**src/hdl/psd_pkg.sv**
```systemverilog
// Shared constants and types for the pending signal delivery unit.
// No dependencies; used by psd_pick and pending_signal_delivery_unit.
`timescale 1ns / 1ps
`default_nettype none

package psd_pkg;

    typedef logic [4:0] dsig_t;
    typedef logic [1:0] opcode_t;
    typedef logic [1:0] action_t;

    localparam opcode_t OP_SEND    = 2'd0;
    localparam opcode_t OP_SET     = 2'd1;
    localparam opcode_t OP_DELIVER = 2'd2;
    localparam opcode_t OP_UNUSED  = 2'd3;

    localparam action_t ACT_ACK       = 2'd0;
    localparam action_t ACT_HANDLER   = 2'd1;
    localparam action_t ACT_TERMINATE = 2'd2;
    localparam action_t ACT_DISCARD   = 2'd3;

    localparam logic STATUS_OK  = 1'b0;
    localparam logic STATUS_ERR = 1'b1;

    localparam int SIG_TERM_A = 9;
    localparam int SIG_TERM_B = 15;

endpackage

`default_nettype wire

```
**src/hdl/pending_signal_delivery_unit.sv**
```systemverilog
// Top level of the pending signal delivery unit: control FSM and mask stores.
// Depends on psd_pkg, psd_ram and psd_pick.
//
//   Channel | Handshake               | Word
//   --------+-------------------------+------------------------------------------
//   in      | in_valid / in_stall     | opcode, proc_id, sig_num, handler_present
//   out     | out_valid / out_stall   | status, delivered_sig, action, last
//
// One item at a time. Send and set read the mask RAM (registered read) and
// write it back, then ack; an invalid or out-of-range request skips the read.
// A deliver reads the masks and acks when nothing is pending, else gives one
// result per cycle per pending signal while the output is not stalled.
// Reset clears both masks through per-process valid bits; no clearing pass.
// A stalled output holds the FSM in place; input stays stalled until idle.
`timescale 1ns / 1ps
`default_nettype none

module pending_signal_delivery_unit #(
    parameter int NUM_PROCESSES = 8,
    parameter int NUM_SIGNALS   = 32
) (
    input  wire logic             clk,
    input  wire logic             rst_n,
    input  wire logic             in_valid,
    output logic                  in_stall,
    input  wire psd_pkg::opcode_t opcode,
    input  wire logic [3:0]       proc_id,
    input  wire logic [5:0]       sig_num,
    input  wire logic             handler_present,
    output logic                  out_valid,
    input  wire logic             out_stall,
    output logic                  status,
    output psd_pkg::dsig_t        delivered_sig,
    output psd_pkg::action_t      action,
    output logic                  last
);

    localparam int PIDX_W = (NUM_PROCESSES > 1) ? $clog2(NUM_PROCESSES) : 1;
    localparam int SIG_W  = $clog2(NUM_SIGNALS);
    localparam logic [6:0] NPROC_L = 7'(NUM_PROCESSES);
    localparam logic [6:0] NSIG_L  = 7'(NUM_SIGNALS);

    typedef enum logic [1:0] {
        ST_IDLE,
        ST_READ,
        ST_ACK,
        ST_DELIVER
    } state_t;

    state_t                   state_reg, state_next;
    psd_pkg::opcode_t         op_reg, op_next;
    logic [PIDX_W-1:0]        pid_reg, pid_next;
    logic [5:0]               sig_reg, sig_next;
    logic                     hp_reg, hp_next;
    logic                     ack_status_reg, ack_status_next;
    logic [NUM_SIGNALS-1:0]   work_pend_reg, work_pend_next;
    logic [NUM_SIGNALS-1:0]   work_hand_reg, work_hand_next;
    logic [NUM_PROCESSES-1:0] pend_vld_reg, pend_vld_next;
    logic [NUM_PROCESSES-1:0] hand_vld_reg, hand_vld_next;
    logic                     out_valid_reg, out_valid_next;
    logic                     status_reg, status_next;
    psd_pkg::dsig_t           dsig_reg, dsig_next;
    psd_pkg::action_t         action_reg, action_next;
    logic                     last_reg, last_next;

    logic                     pend_we, hand_we;
    logic [NUM_SIGNALS-1:0]   pend_wdata, hand_wdata;
    logic [NUM_SIGNALS-1:0]   pend_rdata, hand_rdata;
    logic [NUM_SIGNALS-1:0]   pend_cur, hand_cur, sig_bit;
    logic [PIDX_W-1:0]        rd_addr;
    logic                     out_free, pid_ok, sig_ok, req_err;

    logic [SIG_W-1:0]         pick_sig;
    psd_pkg::action_t         pick_act;
    logic [NUM_SIGNALS-1:0]   pick_rest;
    logic                     pick_done;

    psd_ram #(
        .WIDTH(NUM_SIGNALS),
        .DEPTH(NUM_PROCESSES)
    ) u_pend_ram (
        .clk  (clk),
        .we   (pend_we),
        .waddr(pid_reg),
        .wdata(pend_wdata),
        .raddr(rd_addr),
        .rdata(pend_rdata)
    );

    psd_ram #(
        .WIDTH(NUM_SIGNALS),
        .DEPTH(NUM_PROCESSES)
    ) u_hand_ram (
        .clk  (clk),
        .we   (hand_we),
        .waddr(pid_reg),
        .wdata(hand_wdata),
        .raddr(rd_addr),
        .rdata(hand_rdata)
    );

    psd_pick #(
        .NUM_SIGNALS(NUM_SIGNALS)
    ) u_pick (
        .pend(work_pend_reg),
        .hand(work_hand_reg),
        .sig (pick_sig),
        .act (pick_act),
        .rest(pick_rest),
        .done(pick_done)
    );

    assign rd_addr  = PIDX_W'(proc_id);
    assign pid_ok   = ({3'b000, proc_id} < NPROC_L);
    assign sig_ok   = ({1'b0, sig_num} < NSIG_L);
    assign req_err  = (opcode == psd_pkg::OP_UNUSED) || !pid_ok ||
                      ((opcode == psd_pkg::OP_SEND || opcode == psd_pkg::OP_SET) && !sig_ok);
    assign out_free = !out_valid_reg || !out_stall;

    assign pend_cur = pend_vld_reg[pid_reg] ? pend_rdata : '0;
    assign hand_cur = hand_vld_reg[pid_reg] ? hand_rdata : '0;
    assign sig_bit  = {{(NUM_SIGNALS-1){1'b0}}, 1'b1} << sig_reg;

    assign in_stall      = (state_reg != ST_IDLE);
    assign out_valid     = out_valid_reg;
    assign status        = status_reg;
    assign delivered_sig = dsig_reg;
    assign action        = action_reg;
    assign last          = last_reg;

    always_comb
    begin
        state_next      = state_reg;
        op_next         = op_reg;
        pid_next        = pid_reg;
        sig_next        = sig_reg;
        hp_next         = hp_reg;
        ack_status_next = ack_status_reg;
        work_pend_next  = work_pend_reg;
        work_hand_next  = work_hand_reg;
        pend_vld_next   = pend_vld_reg;
        hand_vld_next   = hand_vld_reg;
        out_valid_next  = out_valid_reg && out_stall;
        status_next     = status_reg;
        dsig_next       = dsig_reg;
        action_next     = action_reg;
        last_next       = last_reg;
        pend_we         = 1'b0;
        hand_we         = 1'b0;
        pend_wdata      = pend_cur | sig_bit;
        hand_wdata      = hp_reg ? (hand_cur | sig_bit) : (hand_cur & ~sig_bit);

        unique case (state_reg)
            ST_IDLE:
            begin
                if (in_valid)
                begin
                    op_next  = opcode;
                    pid_next = PIDX_W'(proc_id);
                    sig_next = sig_num;
                    hp_next  = handler_present;
                    if (req_err)
                    begin
                        ack_status_next = psd_pkg::STATUS_ERR;
                        state_next      = ST_ACK;
                    end
                    else
                    begin
                        state_next = ST_READ;
                    end
                end
            end
            ST_READ:
            begin
                ack_status_next = psd_pkg::STATUS_OK;
                state_next      = ST_ACK;
                unique case (op_reg)
                    psd_pkg::OP_SEND:
                    begin
                        pend_we                = 1'b1;
                        pend_vld_next[pid_reg] = 1'b1;
                    end
                    psd_pkg::OP_SET:
                    begin
                        hand_we                = 1'b1;
                        hand_vld_next[pid_reg] = 1'b1;
                    end
                    default:
                    begin
                        if (pend_cur != '0)
                        begin
                            // clear the whole mask now; delivery drains a copy
                            pend_we                = 1'b1;
                            pend_wdata             = '0;
                            pend_vld_next[pid_reg] = 1'b1;
                            work_pend_next         = pend_cur;
                            work_hand_next         = hand_cur;
                            state_next             = ST_DELIVER;
                        end
                    end
                endcase
            end
            ST_ACK:
            begin
                if (out_free)
                begin
                    out_valid_next = 1'b1;
                    status_next    = ack_status_reg;
                    dsig_next      = '0;
                    action_next    = psd_pkg::ACT_ACK;
                    last_next      = 1'b1;
                    state_next     = ST_IDLE;
                end
            end
            ST_DELIVER:
            begin
                if (out_free)
                begin
                    out_valid_next = 1'b1;
                    status_next    = psd_pkg::STATUS_OK;
                    dsig_next      = psd_pkg::dsig_t'(pick_sig);
                    action_next    = pick_act;
                    last_next      = pick_done;
                    work_pend_next = pick_rest;
                    if (pick_done)
                    begin
                        state_next = ST_IDLE;
                    end
                end
            end
            default:
            begin
                state_next = ST_IDLE;
            end
        endcase
    end

    always_ff @(posedge clk or negedge rst_n)
    begin
        if (!rst_n)
        begin
            state_reg      <= ST_IDLE;
            op_reg         <= psd_pkg::OP_SEND;
            pid_reg        <= '0;
            sig_reg        <= '0;
            hp_reg         <= 1'b0;
            ack_status_reg <= psd_pkg::STATUS_OK;
            work_pend_reg  <= '0;
            work_hand_reg  <= '0;
            pend_vld_reg   <= '0;
            hand_vld_reg   <= '0;
            out_valid_reg  <= 1'b0;
            status_reg     <= psd_pkg::STATUS_OK;
            dsig_reg       <= '0;
            action_reg     <= psd_pkg::ACT_ACK;
            last_reg       <= 1'b0;
        end
        else
        begin
            state_reg      <= state_next;
            op_reg         <= op_next;
            pid_reg        <= pid_next;
            sig_reg        <= sig_next;
            hp_reg         <= hp_next;
            ack_status_reg <= ack_status_next;
            work_pend_reg  <= work_pend_next;
            work_hand_reg  <= work_hand_next;
            pend_vld_reg   <= pend_vld_next;
            hand_vld_reg   <= hand_vld_next;
            out_valid_reg  <= out_valid_next;
            status_reg     <= status_next;
            dsig_reg       <= dsig_next;
            action_reg     <= action_next;
            last_reg       <= last_next;
        end
    end

endmodule

`default_nettype wire

```
**src/hdl/psd_ram.sv**
```systemverilog
// Generic single-write, single-read RAM with registered read data.
// No dependencies; holds the per-process signal masks.
`timescale 1ns / 1ps
`default_nettype none

module psd_ram #(
    parameter int WIDTH = 32,
    parameter int DEPTH = 8
) (
    input  wire logic                                  clk,
    input  wire logic                                  we,
    input  wire logic [(DEPTH > 1 ? $clog2(DEPTH) : 1)-1:0] waddr,
    input  wire logic [WIDTH-1:0]                      wdata,
    input  wire logic [(DEPTH > 1 ? $clog2(DEPTH) : 1)-1:0] raddr,
    output logic      [WIDTH-1:0]                      rdata
);

    logic [WIDTH-1:0] mem [DEPTH];

    always_ff @(posedge clk)
    begin
        if (we)
        begin
            mem[waddr] <= wdata;
        end
        rdata <= mem[raddr];
    end

endmodule

`default_nettype wire

```
**src/hdl/psd_pick.sv**
```systemverilog
// Delivery picker: lowest pending signal, its action and the remaining mask.
// Depends on psd_pkg.
`timescale 1ns / 1ps
`default_nettype none

module psd_pick #(
    parameter int NUM_SIGNALS = 32
) (
    input  wire logic [NUM_SIGNALS-1:0]         pend,
    input  wire logic [NUM_SIGNALS-1:0]         hand,
    output logic      [$clog2(NUM_SIGNALS)-1:0] sig,
    output psd_pkg::action_t                    act,
    output logic      [NUM_SIGNALS-1:0]         rest,
    output logic                                done
);

    localparam int SIG_W = $clog2(NUM_SIGNALS);
    localparam logic [SIG_W-1:0] TERM_A = SIG_W'(psd_pkg::SIG_TERM_A);
    localparam logic [SIG_W-1:0] TERM_B = SIG_W'(psd_pkg::SIG_TERM_B);

    always_comb
    begin
        sig = '0;
        for (int i = NUM_SIGNALS - 1; i >= 0; i--)
        begin
            if (pend[i])
            begin
                sig = SIG_W'(i);
            end
        end
    end

    always_comb
    begin
        if (hand[sig])
        begin
            act = psd_pkg::ACT_HANDLER;
        end
        else if (sig == TERM_A || sig == TERM_B)
        begin
            act = psd_pkg::ACT_TERMINATE;
        end
        else
        begin
            act = psd_pkg::ACT_DISCARD;
        end
    end

    // drop the lowest set bit
    assign rest = pend & (pend - NUM_SIGNALS'(1));
    assign done = (rest == '0);

endmodule

`default_nettype wire
```
**config.mk**
```make
export PLATFORM = sky130hd
export DESIGN_NAME = pending_signal_delivery_unit
export DESIGN_NICKNAME = d
export VERILOG_FILES = /design/src/hdl/psd_pkg.sv /design/src/hdl/pending_signal_delivery_unit.sv /design/src/hdl/psd_ram.sv /design/src/hdl/psd_pick.sv
export SDC_FILE = /design/constraint.sdc
export NUM_CORES = 1
export LEC_CHECK = 0
export BUFFER_PORTS_ARGS = -buffer_cell sky130_fd_sc_hd__buf_2
export CAP_MARGIN = 20
export CORE_ASPECT_RATIO = 2
export CORE_MARGIN = 3
export CORE_UTILIZATION = 56
export CTS_CLUSTER_DIAMETER = 30
export DETAILED_ROUTE_END_ITERATION = 10
export PLACE_DENSITY_LB_ADDON = 0.15
export SYNTH_ARGS = -nofsm -noshare
export SYNTH_HDL_FRONTEND = slang
export SYNTH_SLANG_ARGS = --single-unit
```
**constraint.sdc**
```tcl
create_clock -name clk -period 5.6 [get_ports clk]
set_input_delay 0.56 -clock clk [delete_from_list [all_inputs] [get_ports clk]]
set_output_delay 0.56 -clock clk [all_outputs]
set_load 0.05 [all_outputs]
```
# After elaboration in Yosys (flattened, before gate mapping)
# Memory sizes are Yosys's and may differ from the RTL's. A register that Yosys moved wholly into a read port is not among the register bits.
# Cells that the tools add are included.
# word_totals
input_bits,17
mem_bits_rw,512
regBits,105
word_cells,167
output_inout_bits,11
memories,2
# mem_list
name,words,width,rd,rd_clocked_by_memory_dff,write_ports,line_no,source
u_hand_ram.mem,8,32,1,1,1,psd_ram.sv:18,logic [WIDTH-1:0] mem [DEPTH];
u_pend_ram.mem,8,32,1,1,1,psd_ram.sv:18,
# classes
n_bitwise,9
n_reduce_logical,32
eq_ne,15
n_shift,1
n_addsub,1
muxes,87
order_cmp,5
# ops
op,n
2-to-1 mux 32 bit,9
2-to-1 mux 5 bit,34
AND 32 bit,2
bitwise OR 32 bit,2
one-hot mux 32 bit (2 select lines),1
logical NOT 32 bit,1
NOT 32 bit,1
nonzero test 32 bit,1
"<< shifter 1 x 6 -> 32 bit, first input constant",1
"subtractor 32 x 1 -> 32 bit, second input constant",1
2-to-1 mux 1 bit,23
bitwise OR 8 bit,2
one-hot mux 8 bit (2 select lines),1
2-to-1 mux 2 bit,7
"!= test 2 bit, second input constant",7
AND reduction 3 bit,4
"== test 5 x 4 -> 1 bit, second input constant",2
one-hot mux 5 bit (2 select lines),1
nonzero test 2 bit,5
2-to-1 mux 8 bit,1
one-hot mux 1 bit (2 select lines),4
one-hot mux 2 bit (4 select lines),1
AND reduction 4 bit,2
binary-select mux 1 bit (select 3 bit),2
other kinds (17),35

# Depth between registers and ports, before layout
# Gate-level depths: netlist (run 1).
# depth
ltp_word,38
mapped_depth,10
mapped_depth_nobuf,8

# Cells and area by module
# A second synthesis (run 1) with hierarchy kept.
# hier_totals
hier_cells,1607
hier_area_um2,27916.8
# modules_own_cells
mod,cells_per_inst,instances,area_per_inst_um2
psd_ram,415,2,10466.3
pending_signal_delivery_unit,574,1,5699.2
psd_pick,203,1,1285.0

# Least setup slack after synthesis (run 1)
# Ideal clock, no wire load.
# synth_timing
kind,register to register
start,register pid_reg[1]
end,"memory u_pend_ram.mem[0][0], enable pin"
required_time_ns,5.138
slack_ns,1.270
setup_time_ns,0.462
stages_incl_launch_ff,8
t_arrival_ns,3.867
cell_sequence,dfrtp_1 -> clkbuf_1 -> mux4_2 -> mux2_2 -> o2111a_1 -> nor2_1 -> or2_2 -> nor3_1
# synth_between
elab_chain_cells,9
# synth_lines
element,line_no,source
"start, declared",pending_signal_delivery_unit.sv:52,"logic [PIDX_W-1:0] pid_reg, pid_next;"
"start signal, assigned",pending_signal_delivery_unit.sv:262,pid_reg <= pid_next;
binary-select mux 1 bit (select 3 bit),pending_signal_delivery_unit.sv:120,assign pend_cur = pend_vld_reg[pid_reg] ? pend_rdata : '0;
2-to-1 mux 1 bit (not written as such),pending_signal_delivery_unit.sv:120,
2-to-1 mux 32 bit,pending_signal_delivery_unit.sv:120,
nonzero test 32 bit,pending_signal_delivery_unit.sv:190,if (pend_cur != '0)
2-to-1 mux 1 bit,pending_signal_delivery_unit.sv:190,
one-hot mux 1 bit (2 select lines),pending_signal_delivery_unit.sv:177,unique case (op_reg)
2-to-1 mux 1 bit,pending_signal_delivery_unit.sv:153,unique case (state_reg)
2-to-1 mux 1 bit,psd_ram.sv:22,if (we)
2-to-1 mux 1 bit (not written as such),psd_ram.sv:24,mem[waddr] <= wdata;
"end, declared",psd_ram.sv:18,
# Parallel ways exist; a longest one is shown, timed or not. The select of a mux whose other input is x is not followed.

# Final worst setup path (run 1)
# layout_timing
start,register pid_reg[0]
end,"memory u_pend_ram.mem[6][26], enable pin"
# The elaborated chain is that of the path after synthesis.

==> results of run 1 <==
==> cells by family after synthesis <==
family | after synthesis | share of synthesized area
AOI/OAI and AO/OA | 220 | 0.05303
adders and majority gates | 5 | 0.001848
DFF | 681 | 0.7119
xor gates and xnor gates | 1 | 0.0003234
muxes | 221 | 0.1463
buffers and inverters | 98 | 0.01473
and+or+nand+nor | 408 | 0.07187
==> per-stage QoR <==
stage | total power (uW) | instance area (um2)
after floorplan | 10440 | 27090
after global placement | 11920 | 28100
after detailed placement | 12000 | 28100
after CTS | 17070 | 30710
after global routing | 17820 | 30710
final | 17080 | 30710
==> repair_timing <==
action	in CTS	in global routing
setup endpoints to repair	0	0
endpoints found under the hold margin	37	0
hold buffers	1	0
==> path summary, 6_finish.rpt <==
check	slack, ns	end	cells after the start
worst max-delay path	2.17	u_pend_ram.mem[6][26]	6
worst min-delay path	0.19	hp_reg	3
worst max register to register	2.17	u_pend_ram.mem[6][26]	6
worst min register to register	0.45	work_hand_reg[13]	2
max in group asynchronous	3.81	pend_vld_reg[7]	3
min in group asynchronous	0.48	sig_reg[0]	2
==> area by class of cell <==
class / instances / area (um2)
timing repair buffer: 60 / 439.2
clock buffer: 91 / 2064
fill: 3405 / 16940
tap: 632 / 790.8
sequential: 681 / 19280
clock inverter: 44 / 534.3
inverter: 16 / 60.06
multi-input combinational: 855 / 7535
==> tightest hold or removal path, cell delays in order <==
cell and delay, ns:
buf_2 0.09, nand2_1 0.04, o21ai_0 0.06
==> per-layer routing <==
metal / up-vias / part of all wire / wire length (um) / global-route usage
met3: 216 / 0.048 / 3162 / 0.03624
met1: 7717 / 0.35 / 23450 / 0.3086
li1: 6485 / - / - / -
met2: 547 / 0.52 / 34660 / 0.4650
met4: 0 / 0.073 / 4816 / 0.1697
met5: - / 0 / 0 / 0
==> cells in the final DEF (no fill, tap or decap), types with 6 or more instances in the layout <==
cell / synthesis / routed
edfxtp_1: 512 / 512
nand2_1: 169 / 169
mux4_2: 132 / 132
dfrtp_1: 105 / 105
o21ai_0: 85 / 85
mux2_2: 80 / 80
clkbuf_16: 0 / 78
nor2_1: 88 / 76
dfxtp_1: 64 / 64
a21oi_1: 54 / 54
nand3_1: 32 / 32
buf_4: 0 / 32
a22o_1: 31 / 31
buf_2: 1 / 23
or2_2: 20 / 20
nor4_1: 19 / 19
nand2b_1: 17 / 17
inv_1: 16 / 16
nor2_4: 0 / 12
inv_8: 0 / 11
mux2i_1: 9 / 9
nor2b_1: 8 / 8
nor3_1: 12 / 8
and2_1: 8 / 8
clkinv_4: 0 / 7
clkbuf_8: 0 / 7
bufinv_16: 0 / 7
clkinv_2: 0 / 7
clkbuf_1: 58 / 6
==> power by group <==
group          internal (uW)  switching (uW)  leakage, uW
Sequential              6320             563      0.00666
Clock                   3020            2060      0.00129
Combinational           1750            3370      0.00278
==> run summary, run 1 <==
Outcome - completed
DRC Markers - 0
Reg-to-Reg Start - pid_reg[0]
Max Slew Vio Count - 0
Post-Syn Nets - 1651
Worst path arrival time - 3.75 ns
Relative slew margins - 0.3064
Crit path max-delay family - compound AO/OA/AOI/OAI gates
Crit. Startpoint - pid_reg[0]
Hold_ws - 0.1912 ns
Most frequent cell after synthesis - edfxtp_1
Fin cells - 2379
Clock sink count - 681
Final hold vios - 0
Inst Count DP - 2243
Worst EP required - 5.92 ns
P per Cell Area - 556.1 nW/um2
Crit path launch type - flip-flop
Final HPWL DP - 42.79 mm
DP Worst Slack - 2.169 ns
Initial core utilization - 0.5685
Gpl congestion - 1.024
Clk_lat worst skew - 0.60 ns
WL/cell - 27.78 um
Antenna diodes - 0
DR vias/cell - 6.290
Final WL - 66.09 mm
Async SR Flop Fraction - 0.1542
CTS tree - built
Cells along the critical path - mux4_2, mux2_2, o2111a_2, o21ai_0, nor2_4, buf_4
Tcrit/Tclk final - 0.6122
Die Wd - 161.5 um
Slew @ Worst Pin - 1.029 ns
Syn Inst Count - 1634
Core Region - 47650 um2
Antenna Nets Post-Route - 0
Final setup violation count - 0
Area leader, netlist - edfxtp_1
H-tree depth - 3
Core Rows - 113
Largest registers - u_hand_ram.mem (256), u_pend_ram.mem (256)
CP Class - flip-flop to flip-flop
Commonest cells in the netlist - edfxtp_1, nand2_1, mux4_2
Worst-path maximum fanout - 20
Root Buffer - clkbuf_16
Synth Flop Type - edfxtp_1
Fmax - 0.2917 GHz
CP max-delay cell - o21ai_0
Setup Fix Bufs, Post-CTS - 0
Vias - 14965
Final WS setup - 2.172 ns
Synth Register Bits - 681
1st-iter DRT viols - 1170
Minimum clock period - 3.428 ns
Synth top area cells - edfxtp_1, mux4_2, dfrtp_1
Total I/O pin count - 28
Die area - 51210 um2
EDFF count, synth - 512
Vias in the first global route - 15609
TritonCTS buffer count - 74
Critical path's largest stage delay - 0.82 ns
HP Start - handler_present
Area Growth Syn to Fin - 13.36%
Yosys warns - 0
Post-CTS sizing - 0
Syn_area_per_cell - 16.58 um2
Initial DRT Pass Iterations - 8
Setup TNS - 0 ns
Buffer depth of the longest clock path - 3
Worst-path clk slew - 0.06 ns
Post-Syn Area - 27090 um2
Bufs and invs on worst path - 1
Maxcap violations - 0
VDD IR max - 0.0004870 V
Initial antenna violation count - 2
Layout cells sized above 1 - 0.2587
All-Layer GR Usage - 0.2660
Min-Delay Path Class - input port to flip-flop
Largest net degree at the start of global routing - 69
P_leak - 0.01072 uW
Final Util - 0.6445
Unrepaired setup endpoints after global routing - false
Sequential area share after synthesis - 0.7119
Clk_skew - 0.02811 ns
Setup crit end kind - flip-flop
Synth top area share - 0.5676
Remaining Overflow, GRT - 0
Cell variety after synth - 69
First-pass GRT wire length - 99.69 mm
Die Height - 317.0 um
Port Buf Inserts - 27
Nets@finish - 1705
No activity file was read; power rests on OpenSTA's default activity.
==> run 2: changes to the inputs <==
==> constraint.sdc (replaced) <==
create_clock -name clk -period 3.3 [get_ports clk]
set_input_delay 0.33 -clock clk [delete_from_list [all_inputs] [get_ports clk]]
set_output_delay 0.33 -clock clk [all_outputs]
set_load 0.05 [all_outputs]
==> run summary, run 2 (synthesis results as in run 1) <==
Unrepaired setup endpoints after global routing - false
Setup Fix Bufs, Post-CTS - 0
Met3 wire len - 2.802 mm
Die Height - 317.0 um
Vias in the first global route - 16260
Cells along the critical path - nor4_1, nand4_1, buf_4, o2111a_2, buf_4, a21oi_1
Die Wd - 161.5 um
M1 wire length - 23.86 mm
CP endpoint - u_pend_ram.mem[1][22]
Minimum clock period - 3.283 ns
Nets@finish - 1766
Antenna diodes - 0
Setup crit end kind - flip-flop
Clock sink count - 681
Crit path max-delay family - simple AND/OR/NAND/NOR gates
Layout cells sized above 1 - 0.2802
Worst EP required - 3.61 ns
DR vias/cell - 6.203
Largest registers - u_hand_ram.mem (256), u_pend_ram.mem (256)
WL/cell - 27.43 um
Clk_lat worst skew - 0.62 ns
Worst-path maximum fanout - 83
Area Growth Syn to Fin - 16.03%
Antenna Nets Post-Route - 0
Most frequent CP cell - buf_4
Fmax - 0.3046 GHz
H-tree depth - 3
All-Layer GR Usage - 0.2717
Reg-to-Reg Start - u_pend_ram.rdata[21]
Root Buffer - clkbuf_16
Storage element area - 19280 um2
Commonest non-fill, non-tap cell in the layout - edfxtp_1
Worst-path clk slew - 0.06 ns
First-pass GRT wire length - 101.7 mm
Gpl congestion - 0.9355
1st-iter DRT viols - 1199
Bufs and invs on worst path - 2
Final hold vios - 0
Most frequent cells in the layout - edfxtp_1, nand2_1, mux4_2
Total I/O pin count - 28
DP Worst Slack - -0.01358 ns
Vias - 15166
VDD IR max - 0.0007995 V
Crit path launch type - flip-flop
Reg2reg path depth - 6
Top layer reached by signal wires - met4
Area of the multi-input gates - 7564 um2
Remaining Overflow, GRT - 0
Hold_ws - 0.08156 ns
R2r setup slk - 0.02 ns
P per Cell Area - 937.2 nW/um2
P_leak - 0.01103 uW
Outcome - completed
TritonCTS buffer count - 77
Met2 WL - 35.82 mm
Final HPWL DP - 44.26 mm
Max Slew Vio Count - 0
# fillers - 3302
Relative slew margins - 0.3439
Final WS setup - 0.01717 ns
Min-Delay Path Class - input port to flip-flop
Final Util - 0.6596
Core Rows - 113
Clk_skew - 0.02464 ns
Setup TNS - 0 ns
Initial DRT Pass Iterations - 6
Die area - 51210 um2
CP max-delay cell - nor4_1
CP Class - flip-flop to flip-flop
Worst path arrival time - 3.59 ns
Slew @ Worst Pin - 0.9751 ns
DRC Markers - 0
Critical path depth - 6
CTS tree - built
Final setup violation count - 0
Tcrit/Tclk final - 0.9948
Largest net degree at the start of global routing - 84
Final WL - 67.06 mm
Core Region - 47650 um2
Port Buf Inserts - 27
Maxcap violations - 0
Initial core utilization - 0.5685
Critical path's largest stage delay - 0.84 ns
Buffer depth of the longest clock path - 3
Initial antenna violation count - 0
Crit. Startpoint - u_pend_ram.rdata[21]
Reg2reg end - u_pend_ram.mem[1][22]
==> run 2: changes by cell type in the layout (fill, tap and decap cells not counted), sizes merged <==
cell         previous run  this run
clkinv                 20        25
bufinv                  7         3
clkbuf                 92        91
buf                    58       107
dlygate4sd3             1        10
inv                    32        35
clkinvlp                1         6
==> run 2: routing by layer <==
layer  vias to the layer above  GRT usage
li1                       6622          -
met1                      7817     0.3123
met2                       508     0.4836
met3                       219    0.03650
met4                         0     0.1628
met5                         -          0
==> run 2: worst min path at each step <==
stage / startpoint / end / slack, ns / cells after the start
6_report: out_stall / out_valid / 0.08 / 3
5_1_grt: out_stall / out_valid / 0.09 / 3
4_1_cts: out_stall / out_valid / 0.05 / 3
3_5_place_dp: rst_n / sig_reg[0] / 0.35 / 1
3_3_place_gp: rst_n / sig_reg[0] / 0.35 / 1
2_1_floorplan: rst_n / ack_status_reg / 0.03 / 0
==> run 2: through the flow <==
stage          instances  instance area [um2]  total power (uW)
2_1_floorplan       1634                27110             17730
3_3_place_gp        2291                28710             20980
3_5_place_dp        2291                28710             21050
4_1_cts             2444                31400             29550
5_1_grt             2445                31430             30650
6_report            2445                31430             29460
==> run 2: what timing repair did <==
item,4_1_cts,5_1_grt
endpoints found under the hold margin,48,0
resized for setup,1,0
hold buffers,10,0
endpoints found under the setup margin,8,0
==> run 2: cell type report <==
| type | count | share of cell area |
|---|---|---|
| inverters | 16 | 0.001911 |
| multi-input cells | 855 | 0.2406 |
| clock buffers | 90 | 0.06417 |
| clock inverters | 53 | 0.01823 |
| well taps | 632 | 0.02516 |
| repair buffers | 118 | 0.03635 |
| flip-flops and latches | 681 | 0.6135 |
==> run 2: power by group <==
part           leakage (uW)  total [uW]  internal (uW)  switching, uW
Combinational       0.00312        9440           3280           6160
Sequential          0.00666       11500          10700            825
Clock               0.00125        8470           4800           3670
Total                0.0110       29500          18800          10700
==> run 2: worst min-delay path, cell delays in order <==
cell and delay, ns:
buf_2 0.10, nand2_1 0.12, nand2b_1 0.10
